File: config.mk
export PLATFORM = sky130hd
export DESIGN_NAME = virtio_mmio_console_regs
export DESIGN_NICKNAME = d
export VERILOG_FILES = /design/src/design/vmcr_pkg.sv /design/src/design/virtio_mmio_console_regs.sv
export SDC_FILE = /design/constraint.sdc
export NUM_CORES = 1
export LEC_CHECK = 0
export BUFFER_PORTS_ARGS = -buffer_cell sky130_fd_sc_hd__buf_4
export CAP_MARGIN = 20
export CORE_MARGIN = 4
export CORE_UTILIZATION = 60
export DETAILED_ROUTE_END_ITERATION = 10
export PLACE_DENSITY = 0.84
export SYNTH_ARGS = -nofsm -noshare
export SYNTH_HDL_FRONTEND = slang
export SYNTH_SLANG_ARGS = --single-unit
File: constraint.sdc
create_clock -name clk_i -period 9.2 [get_ports clk_i]
set_clock_uncertainty 0.2 [all_clocks]
set_input_delay 0.92 -clock clk_i [delete_from_list [all_inputs] [get_ports clk_i]]
set_output_delay 0.92 -clock clk_i [all_outputs]
set_load 0.01 [all_outputs]
File: src/design/vmcr_pkg.sv
// ----------------------------------------------------------------------------
// vmcr_pkg: shared types and constants
// Item types, input kinds and register offsets of the virtio-mmio console
// register block.
// ----------------------------------------------------------------------------
package vmcr_pkg;

  localparam int unsigned QUEUE_SIZE_MAX = 256;
  localparam int unsigned QSIZE_W        = 9;

  localparam logic [1:0] KIND_READ  = 2'd0;
  localparam logic [1:0] KIND_WRITE = 2'd1;
  localparam logic [1:0] KIND_POLL  = 2'd2;
  localparam logic [1:0] KIND_USED  = 2'd3;

  localparam logic [31:0] MAGIC_VALUE = 32'h7472_6976;
  localparam logic [31:0] VERSION     = 32'd2;
  localparam logic [31:0] DEVICE_ID   = 32'd3;
  localparam logic [31:0] VENDOR_ID   = 32'h554d_4551;

  localparam logic [8:0] OFS_MAGIC        = 9'h000;
  localparam logic [8:0] OFS_VERSION      = 9'h004;
  localparam logic [8:0] OFS_DEVICE_ID    = 9'h008;
  localparam logic [8:0] OFS_VENDOR_ID    = 9'h00c;
  localparam logic [8:0] OFS_DEV_FEAT     = 9'h010;
  localparam logic [8:0] OFS_DEV_FEAT_SEL = 9'h014;
  localparam logic [8:0] OFS_DRV_FEAT     = 9'h020;
  localparam logic [8:0] OFS_DRV_FEAT_SEL = 9'h024;
  localparam logic [8:0] OFS_QUEUE_SEL    = 9'h030;
  localparam logic [8:0] OFS_QUEUE_NUM_MX = 9'h034;
  localparam logic [8:0] OFS_QUEUE_NUM    = 9'h038;
  localparam logic [8:0] OFS_QUEUE_READY  = 9'h044;
  localparam logic [8:0] OFS_QUEUE_NOTIFY = 9'h050;
  localparam logic [8:0] OFS_INT_STATUS   = 9'h060;
  localparam logic [8:0] OFS_INT_ACK      = 9'h064;
  localparam logic [8:0] OFS_STATUS       = 9'h070;
  localparam logic [8:0] OFS_DESC_LO      = 9'h080;
  localparam logic [8:0] OFS_DESC_HI      = 9'h084;
  localparam logic [8:0] OFS_AVAIL_LO     = 9'h090;
  localparam logic [8:0] OFS_AVAIL_HI     = 9'h094;
  localparam logic [8:0] OFS_USED_LO      = 9'h0a0;
  localparam logic [8:0] OFS_USED_HI      = 9'h0a4;

  localparam int unsigned STATUS_DRV_UP_BIT = 2;  // status value 4: driver up
  localparam int unsigned CFG_BYTES         = 12;

  typedef struct packed {
    logic [1:0]  kind;
    logic [8:0]  offset;
    logic [3:0]  access_size;
    logic [31:0] write_data;
    logic [15:0] host_cols;
    logic [15:0] host_rows;
    logic        resized;
  } in_item_t;

  typedef struct packed {
    logic [63:0] read_data;
    logic        irq_level;
    logic        notify_tx;
    logic        notify_rx;
    logic        driver_ready;
    logic        device_reset;
  } out_item_t;

endpackage

File: src/design/virtio_mmio_console_regs.sv
// ----------------------------------------------------------------------------
// virtio_mmio_console_regs: virtio-mmio v2 console register file
// Transport registers for two queues, interrupt status and console geometry.
// ----------------------------------------------------------------------------
// Usage:
//   in channel  (in_valid_i / in_ready_o / in_data_i): one item per bus read,
//     bus write, host poll or used-buffer completion.
//   out channel (out_valid_o / out_ready_i / out_data_o): exactly one result
//     item per input item, in order.
//   All work for an item is done in the cycle it is accepted: register state
//   updates at that edge and the result is loaded into the output register,
//   visible the next cycle. An item can be accepted every cycle while the output is not stalled.
//   The output register is the only buffer; while it holds an item that the
//   receiver has not taken, in_ready_o is low. Taking an item and accepting a
//   new one in the same cycle is allowed, so a stall costs no bubbles after it.
//   Notify and device_reset fields are one-item pulses riding in the result.
//   Reset (rst_ni low, async) clears every register but the result payload
//   and empties the output register; the block is ready once reset is released.
// ----------------------------------------------------------------------------
module virtio_mmio_console_regs (
  input  logic                 clk_i,
  input  logic                 rst_ni,
  input  logic                 in_valid_i,
  output logic                 in_ready_o,
  input  vmcr_pkg::in_item_t   in_data_i,
  output logic                 out_valid_o,
  input  logic                 out_ready_i,
  output vmcr_pkg::out_item_t  out_data_o
);

  localparam int unsigned QW = vmcr_pkg::QSIZE_W;

  logic [31:0] dev_status_q, dev_status_d;
  logic [1:0]  int_status_q, int_status_d;
  logic [31:0] dev_feat_sel_q, dev_feat_sel_d;
  logic [31:0] drv_feat_sel_q, drv_feat_sel_d;
  logic [63:0] drv_features_q, drv_features_d;
  logic [31:0] queue_sel_q, queue_sel_d;
  logic [QW-1:0] queue_size_q [2];
  logic [QW-1:0] queue_size_d [2];
  logic [31:0] queue_ready_q [2];
  logic [31:0] queue_ready_d [2];
  logic [63:0] desc_addr_q [2];
  logic [63:0] desc_addr_d [2];
  logic [63:0] avail_addr_q [2];
  logic [63:0] avail_addr_d [2];
  logic [63:0] used_addr_q [2];
  logic [63:0] used_addr_d [2];
  logic [15:0] geom_cols_q, geom_cols_d;
  logic [15:0] geom_rows_q, geom_rows_d;
  logic        sync_done_q, sync_done_d;

  logic                out_valid_q;
  vmcr_pkg::out_item_t out_data_q, out_data_d;

  logic        in_fire;
  logic        q_ok;
  logic        qi;
  logic        drv_rdy_now;
  logic        sync_now;
  logic        geom_diff;
  logic [63:0] rd_data;
  logic [63:0] cfg_data;
  logic        ntx, nrx, drst;
  logic [31:0] wd;

  assign in_ready_o  = !out_valid_q || out_ready_i;
  assign in_fire     = in_valid_i && in_ready_o;
  assign out_valid_o = out_valid_q;
  assign out_data_o  = out_data_q;

  assign wd          = in_data_i.write_data;
  assign q_ok        = (queue_sel_q[31:1] == 31'd0);
  assign qi          = queue_sel_q[0];
  assign drv_rdy_now = dev_status_q[vmcr_pkg::STATUS_DRV_UP_BIT] &&
                       (queue_ready_q[0] != 32'd0);
  assign sync_now    = !sync_done_q && drv_rdy_now;
  assign geom_diff   = (in_data_i.host_cols != geom_cols_q) ||
                       (in_data_i.host_rows != geom_rows_q);

  // Config space: cols, rows, port count 1, emergency write 0; little endian
  always_comb begin
    logic [7:0] cfg [vmcr_pkg::CFG_BYTES];
    logic [3:0] size_c;
    logic [8:0] idx;
    cfg      = '{default: 8'd0};
    cfg[0]   = geom_cols_q[7:0];
    cfg[1]   = geom_cols_q[15:8];
    cfg[2]   = geom_rows_q[7:0];
    cfg[3]   = geom_rows_q[15:8];
    cfg[4]   = 8'd1;
    size_c   = (in_data_i.access_size > 4'd8) ? 4'd8 : in_data_i.access_size;
    cfg_data = '0;
    for (int i = 0; i < 8; i++) begin
      idx = {1'b0, in_data_i.offset[7:0]} + 9'(i);
      if ((4'(i) < size_c) && (idx < 9'(vmcr_pkg::CFG_BYTES))) begin
        cfg_data[i*8 +: 8] = cfg[idx[3:0]];
      end
    end
  end

  always_comb begin
    rd_data = '0;
    if (in_data_i.offset[8]) begin
      rd_data = cfg_data;
    end else begin
      unique case (in_data_i.offset)
        vmcr_pkg::OFS_MAGIC:        rd_data = {32'd0, vmcr_pkg::MAGIC_VALUE};
        vmcr_pkg::OFS_VERSION:      rd_data = {32'd0, vmcr_pkg::VERSION};
        vmcr_pkg::OFS_DEVICE_ID:    rd_data = {32'd0, vmcr_pkg::DEVICE_ID};
        vmcr_pkg::OFS_VENDOR_ID:    rd_data = {32'd0, vmcr_pkg::VENDOR_ID};
        vmcr_pkg::OFS_DEV_FEAT:     rd_data = (dev_feat_sel_q <= 32'd1) ? 64'd1 : 64'd0;
        vmcr_pkg::OFS_QUEUE_NUM_MX: rd_data = q_ok ? 64'(vmcr_pkg::QUEUE_SIZE_MAX) : 64'd0;
        vmcr_pkg::OFS_QUEUE_READY:  rd_data = q_ok ? {32'd0, queue_ready_q[qi]} : 64'd0;
        vmcr_pkg::OFS_INT_STATUS:   rd_data = {62'd0, int_status_q};
        vmcr_pkg::OFS_STATUS:       rd_data = {32'd0, dev_status_q};
        default:                    rd_data = '0;
      endcase
    end
  end

  always_comb begin
    dev_status_d   = dev_status_q;
    int_status_d   = int_status_q;
    dev_feat_sel_d = dev_feat_sel_q;
    drv_feat_sel_d = drv_feat_sel_q;
    drv_features_d = drv_features_q;
    queue_sel_d    = queue_sel_q;
    queue_size_d   = queue_size_q;
    queue_ready_d  = queue_ready_q;
    desc_addr_d    = desc_addr_q;
    avail_addr_d   = avail_addr_q;
    used_addr_d    = used_addr_q;
    geom_cols_d    = geom_cols_q;
    geom_rows_d    = geom_rows_q;
    sync_done_d    = sync_done_q;
    ntx            = 1'b0;
    nrx            = 1'b0;
    drst           = 1'b0;

    if (in_fire) begin
      unique case (in_data_i.kind)
        vmcr_pkg::KIND_READ: begin
        end
        vmcr_pkg::KIND_WRITE: begin
          unique case (in_data_i.offset)
            vmcr_pkg::OFS_DEV_FEAT_SEL: dev_feat_sel_d = wd;
            vmcr_pkg::OFS_DRV_FEAT: begin
              if (drv_feat_sel_q == 32'd0) begin
                drv_features_d[31:0] = wd;
              end else if (drv_feat_sel_q == 32'd1) begin
                drv_features_d[63:32] = wd;
              end
            end
            vmcr_pkg::OFS_DRV_FEAT_SEL: drv_feat_sel_d = wd;
            vmcr_pkg::OFS_QUEUE_SEL:    queue_sel_d = wd;
            vmcr_pkg::OFS_QUEUE_NUM: begin
              if (q_ok) begin
                queue_size_d[qi] = (wd > 32'(vmcr_pkg::QUEUE_SIZE_MAX)) ?
                                   QW'(vmcr_pkg::QUEUE_SIZE_MAX) : wd[QW-1:0];
              end
            end
            vmcr_pkg::OFS_QUEUE_READY: begin
              if (q_ok) queue_ready_d[qi] = wd;
            end
            vmcr_pkg::OFS_QUEUE_NOTIFY: begin
              if (wd == 32'd1) begin
                ntx = 1'b1;
              end else if (wd == 32'd0) begin
                nrx = 1'b1;
                if (sync_now) begin
                  sync_done_d     = 1'b1;
                  geom_cols_d     = in_data_i.host_cols;
                  geom_rows_d     = in_data_i.host_rows;
                  int_status_d[1] = 1'b1;
                end
              end
            end
            vmcr_pkg::OFS_INT_ACK: int_status_d = int_status_q & ~wd[1:0];
            vmcr_pkg::OFS_STATUS: begin
              if (wd == 32'd0) begin
                // full device reset, geometry reloaded from the host
                dev_status_d   = '0;
                int_status_d   = '0;
                dev_feat_sel_d = '0;
                drv_feat_sel_d = '0;
                drv_features_d = '0;
                queue_sel_d    = '0;
                queue_size_d   = '{default: '0};
                queue_ready_d  = '{default: '0};
                desc_addr_d    = '{default: '0};
                avail_addr_d   = '{default: '0};
                used_addr_d    = '{default: '0};
                sync_done_d    = 1'b0;
                geom_cols_d    = in_data_i.host_cols;
                geom_rows_d    = in_data_i.host_rows;
                drst           = 1'b1;
              end else begin
                dev_status_d = wd;
              end
            end
            vmcr_pkg::OFS_DESC_LO:  if (q_ok) desc_addr_d[qi][31:0]   = wd;
            vmcr_pkg::OFS_DESC_HI:  if (q_ok) desc_addr_d[qi][63:32]  = wd;
            vmcr_pkg::OFS_AVAIL_LO: if (q_ok) avail_addr_d[qi][31:0]  = wd;
            vmcr_pkg::OFS_AVAIL_HI: if (q_ok) avail_addr_d[qi][63:32] = wd;
            vmcr_pkg::OFS_USED_LO:  if (q_ok) used_addr_d[qi][31:0]   = wd;
            vmcr_pkg::OFS_USED_HI:  if (q_ok) used_addr_d[qi][63:32]  = wd;
            default: begin
            end
          endcase
        end
        vmcr_pkg::KIND_POLL: begin
          nrx = 1'b1;
          // a fresh sync leaves geometry equal to the host's, so no resize then
          if (sync_now || (in_data_i.resized && geom_diff)) begin
            geom_cols_d     = in_data_i.host_cols;
            geom_rows_d     = in_data_i.host_rows;
            int_status_d[1] = 1'b1;
          end
          if (sync_now) sync_done_d = 1'b1;
        end
        vmcr_pkg::KIND_USED: int_status_d[0] = 1'b1;
        default: begin
        end
      endcase
    end

    out_data_d.read_data    = (in_data_i.kind == vmcr_pkg::KIND_READ) ? rd_data : 64'd0;
    out_data_d.irq_level    = (int_status_d != 2'd0);
    out_data_d.notify_tx    = ntx;
    out_data_d.notify_rx    = nrx;
    out_data_d.driver_ready = dev_status_d[vmcr_pkg::STATUS_DRV_UP_BIT] &&
                              (queue_ready_d[0] != 32'd0);
    out_data_d.device_reset = drst;
  end

  always_ff @(posedge clk_i or negedge rst_ni) begin
    if (!rst_ni) begin
      dev_status_q   <= '0;
      int_status_q   <= '0;
      dev_feat_sel_q <= '0;
      drv_feat_sel_q <= '0;
      drv_features_q <= '0;
      queue_sel_q    <= '0;
      queue_size_q   <= '{default: '0};
      queue_ready_q  <= '{default: '0};
      desc_addr_q    <= '{default: '0};
      avail_addr_q   <= '{default: '0};
      used_addr_q    <= '{default: '0};
      geom_cols_q    <= '0;
      geom_rows_q    <= '0;
      sync_done_q    <= 1'b0;
      out_valid_q    <= 1'b0;
    end else begin
      dev_status_q   <= dev_status_d;
      int_status_q   <= int_status_d;
      dev_feat_sel_q <= dev_feat_sel_d;
      drv_feat_sel_q <= drv_feat_sel_d;
      drv_features_q <= drv_features_d;
      queue_sel_q    <= queue_sel_d;
      queue_size_q   <= queue_size_d;
      queue_ready_q  <= queue_ready_d;
      desc_addr_q    <= desc_addr_d;
      avail_addr_q   <= avail_addr_d;
      used_addr_q    <= used_addr_d;
      geom_cols_q    <= geom_cols_d;
      geom_rows_q    <= geom_rows_d;
      sync_done_q    <= sync_done_d;
      if (in_fire) begin
        out_valid_q <= 1'b1;
      end else if (out_ready_i) begin
        out_valid_q <= 1'b0;
      end
    end
  end

  // result payload, loaded only when an item is accepted
  always_ff @(posedge clk_i) begin
    if (in_fire) begin
      out_data_q <= out_data_d;
    end
  end

endmodule
After elaboration in Yosys (flattened, before gate mapping)
Cells that the tools add are included. W data, S select, Z words.

Flip-flop bits (word level): 265. Word-level logic and storage cells: 221.

Add/sub/neg operators: 7. $lt $le $gt $ge: 28. Equality and inequality tests: 26. Mux-type cells: 93. Bitwise operators: 11. Reductions and logical operators: 39.

Operator list (count): $mux W64 (5); $pmux W32 S9 (1); $bmux W8 S4 (8); $mux W32 (7); $mux W8 (24); $mux W16 (10); $pmux W16 S2 (4); $pmux W32 S2 (2); $pmux W64 S2 (1); $bwmux W64 (1); $reduce_bool A32 Y1 (2); $lt A9 B4 Y1 const B (7); $eq A9 B7 Y1 const B (5); $ge A5 B5 Y1 const B (8); $not A4 Y5 (8); $add A8 B3 Y9 const B (4); $demux W32 S1 (1); $eq A32 B1 Y1 const B (1); $le A32 B1 Y1 const B (1); $logic_not A32 Y1 (1); $ne A16 B16 Y1 (2); $logic_not A31 Y1 (1); $add A8 B2 Y9 const B (2); $eq A9 B4 Y1 const B (2); 38 further kinds (96).

Logic depth before layout (Yosys ltp)
Depth in word-level cells: 12. Gate-level depth with buffers: 14. Depth with buffers taken out: 8.

Worst setup path after synthesis
Ideal clock, no wire load.

Path type: in2reg. From: input in_data_i[69] (netlist bit). To: register out_data_q (netlist bit out_data_o[21]) (data pin). Library setup time: 0.269 ns. Arrival: 3.683 ns. Data required time: 8.731 ns. Slack: 5.048 ns. Stages on the path: 12. Cells stage by stage: buf_2 > buf_2 > clkbuf_1 > inv_1 > ha_1 > and3b_1 > clkbuf_1 > a32oi_1 > nor2_1 > o41ai_2 > clkbuf_1 > o22ai_1.

Longest elaborated chain between the ends: 7. Elaborated cells on any way between the ends: 19. Classes of those cells: 1 x add/sub; 1 x order compare; 8 x eq/ne; 6 x mux; 1 x bitwise; 2 x reduce/logical.

RTL lines: from (decl) (line virtio_mmio_console_regs.sv:25) `input vmcr_pkg::in_item_t in_data_i,`; $add A8 B2 Y9 (line virtio_mmio_console_regs.sv:95) `idx = {1'b0, in_data_i.offset[7:0]} + 9'(i);`; $not A4 Y5 (not written as such) (line virtio_mmio_console_regs.sv:97) `cfg_data[i*8 +: 8] = cfg[idx[3:0]];`; $bmux W8 S4 (line virtio_mmio_console_regs.sv:97); $mux W8 (not written as such) (2 in a row) (line virtio_mmio_console_regs.sv:97); $mux W8 (line virtio_mmio_console_regs.sv:96) `if ((4'(i) < size_c) && (idx < 9'(vmcr_pkg::CFG_BYTES))) begin`; $mux W64 * (line virtio_mmio_console_regs.sv:104) `if (in_data_i.offset[8]) begin`; to (signal assigned) (line virtio_mmio_console_regs.sv:280) `out_data_q <= out_data_d;`; to (decl) (line virtio_mmio_console_regs.sv:54) `vmcr_pkg::out_item_t out_data_q, out_data_d;`.

Mark *: on every way between the ends. The rest lies on a longest branch, timed or not. The select of a mux whose other input is x is not followed. A chain may end at the register's enable or synchronous reset.

==> impl_metrics.toml <==
[power]
p_switching_mw = 0.898
p_clk_share_pct = 37.2
pwr-share-comb_pct = 16.5
p_seq_share_pct = 46.3
sw_frac_of_total_pct = 29.4
power.density_nw_per_um2 = 180
p_leak_nw = 7.23
ir_worst_vdd_v = 0.000136
internal_power_mw = 2.16
finalPower_mw = 3.06

[hold_path]
worstHoldPathType = "input pin to asynchronous set/reset pin"

[die]
rows = 56
fp.dieArea_um2 = 27000
dieHeight_um = 164
ios = 155
die_x_um = 164
start_util_pct = 61.8
coreArea_um2 = 23800

[synth]
ys_seq_elements = 264
avgSynthCellArea_um2 = 10.2
yosys_warnings = 0
syn-cell-area_um2 = 14700
synth_edf_count = 69
yosysTopAreaCell = "dfrtp_1"
ys_types = 67
synth_top_area_share_pct = 33.2
synth_async_sr_flop_share_pct = 73.9
synth_common_cells = "215 x nand2_1, 195 x dfrtp_1, 145 x o21ai_0, 102 x clkbuf_1, 69 x edfxtp_1"
seq_area_frac_synth_pct = 47.4
synth_fp_nets = 1541
synth_area_leaders = "dfrtp_1 33%, edfxtp_1 14%, nand2_1 5.5%"
synth.most_common_cell = "nand2_1"
yosys_most_used_dff = "dfrtp_1"
synthCells = 1439

[drt]
route.vias.total = 12900
first_pass_iters = 6
wl_per_cell_um = 24.3
viasPerCell = 6.90
drt-total-wl_um = 45500
drc = 0
ant_nets = 0
dr.first_iter.drc_count = 1926

[timing]
tightest_slew_ns = 0.933
tns_ns = 0
period_share_pct = 46.1
setup_ws_ns = 4.96
final-setup-viol-count = 0
drv_slew = 0
rsz0062_at_grt = "no"
fmax_mhz = 236
min_period_ns = 4.24
fin_hold_ws_ns = 0.0529
slew_headroom_pct = 37.7
hold_viol_final = 0

[cts]
htree_levels = 1
post_cts_resized = 0
cts_root_buffer = "clkbuf_16"
clk_path_buf_depth = 3
cts.clk_slew.worst_paths_ns = 0.06
cts_tree = "done"
cts_setup_buffers = 0
ctsHoldBuffers = 0
clk_latency_ns = 0.57
cts.sink_count = 264
cts_buffers = 28

[placement]
io_buffers = 154
hpwl_um = 30600
dp_slack_ns = 4.19
place_congestion = 0.947

[grt]
grt_remaining_overflow = 0
grt_pass1_vias = 12300
grt_use_met3_pct = 6.49
grt_max_degree = 129
antenna_found_initial = 0
grt_pass1_wl_um = 69500
busiest_layer = "met2"
grtUsageMet2_pct = 50.1
met1_usage_pct = 47.4
grt_usage_pct = 32.9

[setup_path]
critical_path_class = "input pin to flip-flop"
cpPeakStageDelay_ns = 0.59
path_common_cell = "buf_4"
reg2reg_from = "geom_rows_q[15]"
reg2reg_slack_ns = 5.65
start_kind = "input pin"
cp-end-kind = "flip-flop"
critical_path_arrival_ns = 4.49
ff2ff_path_depth = 8
cp_cell_sequence = "buf_4 -> inv_1 -> ha_1 -> nand3b_1 -> or3_1 -> buf_4 -> nor2_4 -> a21boi_1 -> buf_4 -> or2_1 -> buf_16 -> a22o_1"
cp_slowest_cell = "nor2_4"
critPathLaunch = "in_data_i[69]"
r2r_end = "geom_rows_q[1]"
path_max_fanout = 40
cp_data_required_time_ns = 9.45

[finish]
fin_nets = 1632
syn_to_final_growth_pct = 15.8
drive_gt1_share_pct = 22.0
n_antenna_cell = 0

[outcome]
status = "finished, final reports clean"

[run]
maxCapViolations = 0
## metrics by stage
step	util, %	instances	area (um^2)
after floorplan	-	1439	14700
final	71.5	1871	17000
after CTS	71.2	1867	16900
after detailed placement	67.3	1815	16000
after global placement	67.3	1815	16000
after global routing	71.5	1871	17000
## flip-flops by register name, summed over array words and instances (netlist names)
register and count:
geom_rows_q 16, out_data_o 69, queue_sel_q 32, geom_cols_q 16
dev_feat_sel_q 31, int_status_q 2, out_valid_o 1, sync_done_q 1
dev_status_q 32, queue_ready_q 64
## critical path: cells and delay by family
kind | cells | cell delay, ns
compound gates | 2 | 0.40
buf+inv | 5 | 1.24
simple gates | 4 | 1.56
fa+ha+maj | 1 | 0.33
## power groups by stage
stage               Clock (mW)  Combinational, mW  Sequential (mW)
floorplan                    0              0.304             1.38
global placement             0              0.477             1.42
detailed placement           0              0.488             1.43
CTS                       1.15              0.491             1.41
global route              1.20              0.530             1.42
finish                    1.14              0.503             1.42
## cell usage in the layout, fill, tap and decap left out, types with 6 or more instances in the layout
cell       instances
a22o_1            33
nand2_1          215
and2_1            26
nor3_1            11
dfrtp_1          195
a211oi_2          32
xor2_1            34
a21boi_0           7
nor2_1            18
mux2_2            32
o21ai_0          144
clkinv_1           7
nor4_1            45
inv_1             10
mux4_2            32
a221oi_1          17
edfxtp_1          69
nor4b_1           32
nand4_1           41
o2bb2ai_1          7
ha_1              18
nand2b_1           6
buf_4            178
a21oi_1           46
nor2b_1            9
clkbuf_1           6
mux2i_1           10
o311ai_1          32
and3_1            44
nand3_1           51
clkbuf_16         28
o21ai_1           12
a22oi_1            6
## layout make-up
class | instances | area, um^2
Sequential cell | 264 | 6950
Fill cell | 1690 | 6760
Tap cell | 319 | 399
Inverter | 11 | 41.3
Clock inverter | 18 | 203
Clock buffer | 34 | 723
Timing Repair Buffer | 183 | 1440
Multi-Input combinational cell | 1042 | 7240
## layer usage
metal | up-vias | part of all wire, %
li1 | 5635 | -
met1 | 6246 | 39
met2 | 883 | 45
met3 | 138 | 11
met4 | 0 | 4.3
met5 | - | 0
## worst max-delay path by stage
stage	endpoint	slack (ns)
floorplan	out_data_o[21]	5.05
global placement	queue_ready_q[57]	4.33
detailed placement	queue_ready_q[58]	4.19
CTS	queue_ready_q[37]	4.78
global route	queue_ready_q[35]	4.75
finish	queue_ready_q[57]	4.96
## cells by family (layout without fill, tap and decap cells)
family / Yosys count / after routing / synth area share [%]
multiplexers: 74 / 74 / 8.05
flip-flops: 264 / 264 / 47.4
AND/OR/NAND/NOR: 531 / 531 / 19.0
AO/OA/AOI/OAI: 381 / 381 / 18.1
adder cells (fa/ha/maj): 18 / 18 / 1.53
XOR/XNOR: 38 / 38 / 2.27
buffers and inverters: 133 / 246 / 3.72
(Power assumes the default switching activity.)
